File: config.mk
export PLATFORM = sky130hd
export DESIGN_NAME = qptg_alu
export DESIGN_NICKNAME = d
export VERILOG_FILES = /design/src/hdl/qptg_pkg.sv /design/src/hdl/qptg_alu.sv
export SDC_FILE = /design/constraint.sdc
export NUM_CORES = 2
export LEC_CHECK = 0
export BUFFER_PORTS_ARGS = -buffer_cell sky130_fd_sc_hd__buf_2
export CAP_MARGIN = 15
export CORE_ASPECT_RATIO = 0.5
export CORE_MARGIN = 2
export CORE_UTILIZATION = 53
export DETAILED_ROUTE_END_ITERATION = 10
export GPL_ROUTABILITY_DRIVEN = 0
export GPL_TIMING_DRIVEN = 0
export PLACE_DENSITY = 0.79
export SYNTH_ARGS = -nofsm -noshare
export SYNTH_HDL_FRONTEND = slang
export SYNTH_SLANG_ARGS = --single-unit
export TNS_END_PERCENT = 30
File: constraint.sdc
create_clock -name clk -period 7.2 [get_ports clk]
set_clock_uncertainty 0.1 [all_clocks]
set_input_delay 1.08 -clock clk [delete_from_list [all_inputs] [get_ports clk]]
set_output_delay 1.08 -clock clk [all_outputs]
set_load 0.01 [all_outputs]
File: src/hdl/qptg_pkg.sv
// Package for the quintic point-to-point trajectory generator.
// Holds the shared types, arithmetic unit codes and fixed constants.
// No dependencies; compiled before every other file of the block.
`default_nettype none

package qptg_pkg;

	localparam int WORD_W = 64;
	localparam int WIDE_W = 128;

	// Acceleration time constant 10/sqrt(3) in Q16.
	localparam logic [WORD_W-1:0] ACC_CONST = 64'd378372;
	localparam logic [30:0] TIME_MAX = 31'h7FFF_FFFF;

	// Quintic remap p(s) = s^3 * (10 - 15 s + 6 s^2).
	localparam int COEF_A = 10;
	localparam int COEF_B = 15;
	localparam int COEF_C = 6;

	localparam int NUM_REGS = 6;
	localparam logic [2:0] REG_LIN_VEL  = 3'd0;
	localparam logic [2:0] REG_LIN_ACC  = 3'd1;
	localparam logic [2:0] REG_ROT_VEL  = 3'd2;
	localparam logic [2:0] REG_ROT_ACC  = 3'd3;
	localparam logic [2:0] REG_LIN_STEP = 3'd4;
	localparam logic [2:0] REG_ROT_STEP = 3'd5;

	localparam logic OPC_PLAN = 1'b0;
	localparam logic OPC_NEXT = 1'b1;

	localparam logic [1:0] OP_MUL  = 2'd0;
	localparam logic [1:0] OP_DIV  = 2'd1;
	localparam logic [1:0] OP_SQRT = 2'd2;

	typedef struct packed {
		logic       start;
		logic [1:0] op;
	} alu_req_t;

	typedef struct packed {
		logic busy;
		logic done;
	} alu_stat_t;

endpackage

`default_nettype wire

File: src/hdl/qptg_alu.sv
// Shared bit-serial arithmetic unit: multiply, saturating divide, square root.
// One quotient or root bit, or one multiplier bit, per cycle; depends on qptg_pkg.
`default_nettype none

module qptg_alu (
	input  logic                                clk,
	input  logic                                arst_n,
	input  qptg_pkg::alu_req_t                  req,
	input  logic [qptg_pkg::WIDE_W-1:0]         opa,
	input  logic [qptg_pkg::WORD_W-1:0]         opb,
	output qptg_pkg::alu_stat_t                 stat,
	output logic [qptg_pkg::WIDE_W-1:0]         res
);
	import qptg_pkg::*;

	localparam int REM_W = WORD_W + 4;

	logic              busy_q, done_q, sat_q;
	logic [1:0]        op_q;
	logic [7:0]        cnt_q;
	logic [WIDE_W-1:0] acc_q, sh_q;
	logic [WORD_W-1:0] b_q, q_q;
	logic [REM_W-1:0]  rem_q;

	logic [WIDE_W-1:0] mul_acc;
	logic [REM_W-1:0]  div_r, sq_r, sq_t;
	logic              div_ge, sq_ge;

	assign mul_acc = acc_q + (b_q[0] ? sh_q : '0);
	assign div_r   = {rem_q[REM_W-2:0], sh_q[WIDE_W-1]};
	assign div_ge  = div_r >= REM_W'(b_q);
	assign sq_r    = {rem_q[REM_W-3:0], sh_q[WIDE_W-1 -: 2]};
	assign sq_t    = {2'b00, q_q, 2'b01};
	assign sq_ge   = sq_r >= sq_t;

	always_ff @(posedge clk or negedge arst_n) begin
		if (!arst_n) begin
			busy_q <= 1'b0;
			done_q <= 1'b0;
			op_q   <= OP_MUL;
			cnt_q  <= '0;
		end else begin
			done_q <= 1'b0;
			if (req.start) begin
				busy_q <= 1'b1;
				op_q   <= req.op;
				cnt_q  <= (req.op == OP_DIV) ? 8'(WIDE_W) : 8'(WORD_W);
			end else if (busy_q) begin
				cnt_q <= cnt_q - 8'd1;
				if (cnt_q == 8'd1) begin
					busy_q <= 1'b0;
					done_q <= 1'b1;
				end
			end
		end
	end

	always_ff @(posedge clk) begin
		if (req.start) begin
			acc_q <= '0;
			sh_q  <= opa;
			b_q   <= opb;
			rem_q <= '0;
			q_q   <= '0;
			sat_q <= 1'b0;
		end else if (busy_q) begin
			unique case (op_q)
				OP_DIV: begin
					sh_q  <= sh_q << 1;
					rem_q <= div_ge ? div_r - REM_W'(b_q) : div_r;
					q_q   <= {q_q[WORD_W-2:0], div_ge};
					// A quotient bit in the upper half means the result overflows.
					if (div_ge && cnt_q > 8'(WORD_W))
						sat_q <= 1'b1;
				end
				OP_SQRT: begin
					sh_q  <= sh_q << 2;
					rem_q <= sq_ge ? sq_r - sq_t : sq_r;
					q_q   <= {q_q[WORD_W-2:0], sq_ge};
				end
				default: begin
					acc_q <= mul_acc;
					sh_q  <= sh_q << 1;
					b_q   <= b_q >> 1;
				end
			endcase
		end
	end

	always_comb begin
		unique case (op_q)
			OP_DIV:  res = {{WORD_W{1'b0}}, (sat_q ? {WORD_W{1'b1}} : q_q)};
			OP_SQRT: res = {{WORD_W{1'b0}}, q_q};
			default: res = acc_q;
		endcase
	end

	assign stat.busy = busy_q;
	assign stat.done = done_q;

`ifndef ASSERT_OFF
	a_start_idle: assert property (@(posedge clk) disable iff (!arst_n)
		req.start |-> !busy_q)
		else $error("arithmetic unit started while busy");
	a_done_once: assert property (@(posedge clk) disable iff (!arst_n)
		done_q |=> !done_q)
		else $error("completion flag held for more than one cycle");
	a_done_after_busy: assert property (@(posedge clk) disable iff (!arst_n)
		done_q |-> !busy_q && $past(busy_q))
		else $error("completion without a preceding operation");
`endif

endmodule

`default_nettype wire

* Word-level counts from Yosys, hierarchy flattened
Cells that the tools add are included.
W data, S select, Z words.
** Word-level totals
- Register bits after elaboration :: 464
- Latch bits :: 0
- RAM bits :: 0
- Bits in read-only memories :: 0
- Memories kept :: 0
** Cells by class
- Add/sub/neg operators :: 4
- Multipliers :: 0
- Div/mod/pow operators :: 0
- $lt $le $gt $ge :: 3
- Equal/unequal tests :: 5
- Shifts and indexed selects :: 0
- Muxes and demuxes :: 22
- Bitwise operators :: 1
- Reductions and logical operators :: 8
** Operator list (count)
- $mux W128 :: 4
- $mux W64 :: 4
- $pmux W128 S2 :: 1
- $mux W67 :: 2
- $pmux W67 S2 :: 1
- $add A128 B128 Y128 :: 1
- $pmux W64 S2 :: 1
- $ge A68 B64 Y1 :: 1
- $ge A68 B66 Y1 :: 1
- $sub A67 B64 Y67 :: 1
- $sub A67 B66 Y67 :: 1
- $mux W8 :: 3
- $eq A8 B1 Y1 const B :: 1
- $gt A8 B7 Y1 const B :: 1
- $sub A8 B1 Y8 const B :: 1
- $mux W1 :: 6
- $reduce_and A2 Y1 :: 3
- $eq A2 B1 Y1 const B :: 2
- $reduce_bool A2 Y1 :: 2
- $reduce_and A3 Y1 :: 1
- $eq A2 B2 Y1 const B :: 1
- $ne A2 B1 Y1 const B :: 1
- $reduce_or A2 Y1 :: 1
- $logic_and A1 B1 Y1 :: 1
- $not A1 Y1 :: 1

* Longest topological paths before layout
- Depth after elaboration :: 5
- Mapped depth :: 19
- Gate-level depth less buffers :: 16

* Least setup slack after synthesis
No wires, ideal clock.
- Kind :: in2reg
- Start :: input req[2] in the netlist's numbering
- End :: register sh_q[0] (enable)
- Arrival time :: 4.459 ns
- Required time :: 6.619 ns
- Setup slack :: 2.160 ns
- Stages on the path :: 5
- Path buffers :: 3
- Path through :: clkbuf_1 clkbuf_1 clkbuf_1 nor2_1 inv_1
** On the way
- Cells in the longest elaborated chain, start to end :: 1
** RTL lines
- from (decl) :: line qptg_alu.sv:8 : input qptg_pkg::alu_req_t req,
- $reduce_bool A2 Y1 (no line)
- to (signal assigned) :: line qptg_alu.sv:61 : sh_q <= opa;
- to (signal assigned) :: line qptg_alu.sv:69 : sh_q <= sh_q << 1;
- to (signal assigned) :: line qptg_alu.sv:77 : sh_q <= sh_q << 2;
- to (decl) :: line qptg_alu.sv:21 : logic [WIDE_W-1:0] acc_q, sh_q;
Every way passes these cells.
A chain may end at the register's enable or synchronous reset.

* Final worst setup path
- Start :: register b_q[0]
- End :: register acc_q[124]
** On the way
- Cells in the longest elaborated chain, start to end :: 2
** RTL lines
- from (decl) :: line qptg_alu.sv:22 : logic [WORD_W-1:0] b_q, q_q;
- from (signal assigned) :: line qptg_alu.sv:62 : b_q <= opb;
- from (signal assigned) :: line qptg_alu.sv:84 : b_q <= b_q >> 1;
- $mux W128 :: line qptg_alu.sv:29 : assign mul_acc = acc_q + (b_q[0] ? sh_q : '0);
- $add A128 B128 Y128 :: line qptg_alu.sv:29
- to (signal assigned) :: line qptg_alu.sv:82 : acc_q <= mul_acc;
- to (decl) :: line qptg_alu.sv:21
Every way passes these cells.

==> flow_metrics.py <==
metrics = {
    "timing": {
        "timing.final.crit_share": 0.876,
        "finalMaxSlewViolations": 0,
        "max-slew-margin-rel": 0.0714,
        "layout_min_cycle_time_ns": 6.31,
        "max_slew.worst_pin.slew_ns": 1.39,
        "finalHoldViolations": 0,
        "maxClockFrequency_ghz": 0.158,
        "report.final.setup_viol": 0,
        "grt_setup_unrepaired": "no",
    },
    "critical_path": {
        "required_ns": 7.58,
        "max_stage_delay_ns": 0.54,
        "timing.critical_path.arrival_ns": 6.69,
        "startpoint_type": "flip-flop",
        "highest_delay_cell_along_the_critical_path": "o21ai_1",
        "path_max_fanout": 10,
        "timing.critical_path.to_type": "flip-flop",
        "timing.critical_path.cells": "clkbuf_1 -> clkbuf_1 -> and2_1 -> ha_1 -> fa_1 -> a21oi_1 -> o211ai_1 -> a41oi_1 -> o21ai_1 -> a21oi_1 -> a21oi_1 -> o21ai_1 -> o211ai_1 -> a221o_1 -> a211oi_1 -> xor2_1 -> o21ai_0",
        "critical_path.n_buffers_inverters": 2,
        "critPathMostFrequentCell": "a21oi_1",
        "critical-path-top-delay-family": "compound AO/OA/AOI/OAI gates",
        "worstSetupPathType": "reg -> reg",
    },
    "synth": {
        "mappedNetlistArea_mm2": 0.0384,
        "synth-async-reset-ratio": 0.0259,
        "seq_area_frac_synth": 0.293,
        "synth_fp_nets": 5575,
        "ys_seq_elements": 464,
        "synth_enable_flop_cells": 192,
        "synth_warnings": 0,
        "synth.lib_cells_used.distinct": 89,
        "synth_cells": 5113,
        "syn_area_per_cell_um2": 7.51,
        "yosys_most_used_dff": "dfxtp_1",
    },
    "place": {
        "post_dp_cell_area_mm2": 0.0414,
        "hpwl_um": 105000,
        "portBuffers": 326,
    },
    "detailed_routing": {
        "wl_met1_um": 53700,
        "highest-signal-layer": "met5",
        "viasPerCell": 6.24,
        "drt-total-wl_um": 135000,
        "met3WireLength_um": 15900,
        "post-route-drc-count": 0,
        "drtAntennaViolNets": 0,
        "detailroute.wirelength.met2_um": 56700,
        "initial_drc_count": 5284,
        "drt_first_pass_iters": 9,
        "vias": 40500,
        "routed_wire_length_per_instance_um": 20.8,
    },
    "clock_tree": {
        "postCtsHoldBufs": 0,
        "cts_setup_buffers": 0,
        "cts.sinks": 464,
        "clkTransAtPathRegs_ns": 0.07,
        "post_cts_resized": 0,
        "cts_buffers": 48,
        "htreeDepth": 2,
        "cts_tree": "built",
        "cts-root-buf": "clkbuf_16",
        "worst_skew_pair.late_latency_ns": 0.65,
        "ctsLongestPathBuffers": 3,
    },
    "outcome": {
        "outcome": "completed",
    },
    "power": {
        "power.internal_uw": 8750,
        "ir_drop_mv": 0.236,
        "cellLeakagePower_uw": 0.0179,
        "seqPwrFrac": 0.229,
        "power_frac_clock": 0.162,
        "switching_share": 0.496,
        "post-layout-total-power_uw": 17400,
        "net-switching-power_uw": 8630,
        "power_per_cell_area_mw_per_mm2": 404,
        "comb_power_share": 0.609,
    },
    "global_route": {
        "first_global_vias": 37800,
        "gr-usage-all-layers": 0.344,
        "grt_first_pass_wirelength_um": 206000,
        "grt_antenna_before_repair": 3,
        "globalRouteOverflowTotal": 0,
        "largest_net_degree_at_the_start_of_global_routing": 84,
    },
    "worst_hold_path": {
        "worst_hold_path_type": "in -> async",
    },
    "die": {
        "fp.dieArea_mm2": 0.0748,
        "core_region_area_mm2": 0.0714,
        "start_util": 0.538,
        "row_count": 69,
        "io_pins": 327,
        "die_width_um": 385,
        "chipHeight_um": 194,
    },
    "final_layout": {
        "final_nets": 5956,
        "layout.filler_cells": 6317,
        "layout-area-overhead-vs-synth_pct": 12.1,
        "area.sequential_mm2": 0.0113,
        "area_of_the_multi_input_gates_mm2": 0.0247,
        "fraction_of_layout_cells_with_a_size_suffix_above_1": 0.0851,
        "fin_area_mm2": 0.0431,
    },
    "run": {
        "drv.max_cap_violation_count": 0,
    },
}
==> cell usage in the layout (no fill, tap or decap), types with 18 or more instances in the layout <==
cell type | Yosys | layout
buf_2 | 12 | 338
or3_1 | 19 | 19
a31oi_1 | 33 | 33
xor2_1 | 88 | 88
a21o_1 | 138 | 138
ha_1 | 263 | 263
o31ai_1 | 23 | 23
a211oi_1 | 43 | 43
nor2b_1 | 21 | 21
clkbuf_1 | 276 | 280
o21a_1 | 26 | 26
buf_1 | 37 | 37
and2_1 | 206 | 206
o21ai_0 | 471 | 471
nand3_1 | 57 | 57
mux2i_1 | 135 | 135
o211ai_1 | 53 | 53
clkbuf_16 | 0 | 54
inv_1 | 293 | 292
o21bai_1 | 80 | 80
a21oi_1 | 704 | 704
a221oi_1 | 24 | 24
dfxtp_1 | 260 | 260
nor4_1 | 21 | 21
nand2b_1 | 20 | 20
nand4_1 | 110 | 110
edfxtp_1 | 192 | 192
nand2_1 | 807 | 807
nor2_1 | 245 | 245
xnor2_1 | 159 | 159
a22o_1 | 18 | 18
and3_1 | 23 | 23
nor3_1 | 57 | 57
==> state kept, by name (all words and copies together) (netlist names) <==
register / cells
q_q: 64
sh_q: 128
rem_q: 67
acc_q: 128
op_q: 2
b_q: 64
cnt_q: 8
done_q: 1
busy_q: 1
sat_q: 1
==> stage by stage <==
step | utilization | setup TNS [ns] | std cells | worst slack (ns) | hold WS (ns)
5_1_grt | 0.603 | 0 | 6492 | 0.735 | 0.214
4_1_cts | 0.603 | 0 | 6492 | 1.19 | 0.205
3_3_place_gp | 0.578 | -167.21 | 6397 | -1.33 | 0.353
6_report | 0.603 | 0 | 6493 | 0.890 | 0.210
3_5_place_dp | 0.579 | 0 | 6402 | 1.24 | 0.362
2_1_floorplan | - | 0 | 5113 | 2.16 | 0.341
==> kinds of logic (layout without fill, tap and decap cells) <==
kind of cell,Yosys count,after routing,synth area share
adder cells (fa/ha/maj),265,265,0.0867
XOR/XNOR,247,247,0.0563
flip-flops,464,464,0.293
multiplexers,137,137,0.0358
other,0,1,0
AND/OR/NAND/NOR,1618,1618,0.193
buffers and inverters,632,1053,0.0635
AO/OA/AOI/OAI,1750,1750,0.271
==> layer usage <==
| metal | vias up | track usage |
|---|---|---|
| met4 | 2 | 0.191 |
| met1 | 18600 | 0.452 |
| met5 | - | 0 |
| met3 | 504 | 0.0762 |
| li1 | 18900 | - |
| met2 | 2449 | 0.522 |
==> final timing paths <==
check	start	slack (ns)	end	depth (start not counted)
max	b_q[0]	0.89	acc_q[124]	17
min	arst_n	0.21	op_q[0]	1
max reg2reg	b_q[0]	0.89	acc_q[124]	17
min reg2reg	acc_q[76]	0.37	acc_q[76]	2
max in group asynchronous	arst_n	6.55	cnt_q[3]	1
min in group clk	acc_q[76]	0.37	acc_q[76]	2
==> synth_stat cells, drive strengths merged, types with 8 or more instances <==
| library cell | n | area, um2 |
|---|---|---|
| ha | 263 | 3290 |
| o31ai | 25 | 206 |
| edfxtp | 192 | 5770 |
| nand2b | 20 | 125 |
| a32o | 13 | 130 |
| a21o | 138 | 1040 |
| nor2b | 21 | 131 |
| buf | 58 | 282 |
| o21ai | 477 | 2390 |
| o21a | 26 | 195 |
| inv | 293 | 1100 |
| a211oi | 45 | 348 |
| o2111ai | 8 | 70.1 |
| dfxtp | 260 | 5200 |
| clkbuf | 278 | 1050 |
| nor2 | 246 | 926 |
| a221o | 10 | 100 |
| o21bai | 80 | 601 |
| nor4 | 22 | 144 |
| mux2i | 135 | 1350 |
| dfrtp | 12 | 300 |
| nand2 | 807 | 3030 |
| a22o | 18 | 158 |
| and3 | 23 | 144 |
| or3 | 19 | 119 |
| nor3 | 57 | 285 |
| and2 | 208 | 1300 |
| xnor2 | 159 | 1390 |
| a21boi | 17 | 128 |
| a221oi | 27 | 255 |
| nand4 | 110 | 688 |
| xor2 | 88 | 771 |
| a21oi | 705 | 3530 |
| nand3 | 57 | 285 |
| a31oi | 33 | 206 |
| o211ai | 53 | 398 |
==> power by group through the flow <==
stage	Combinational (uW)	Sequential (uW)	Clock [uW]
global placement	9840	3950	0
floorplan	7600	3650	0
detailed placement	10100	3970	0
global route	11400	4000	2890
finish	10600	3990	2810
CTS	10200	3920	2800
==> cell type report <==
class / instances / area share
Clock buffer: 69 / 0.0350
Sequential cell: 464 / 0.262
Clock inverter: 21 / 0.00491
Buffer: 336 / 0.0308
Inverter: 296 / 0.0259
Antenna cell: 1 / 0.0000581
Tap cell: 958 / 0.0278
Multi-Input combinational cell: 4017 / 0.574
Timing Repair Buffer: 331 / 0.0402
Note: power is estimated with default switching activity, not from simulation.
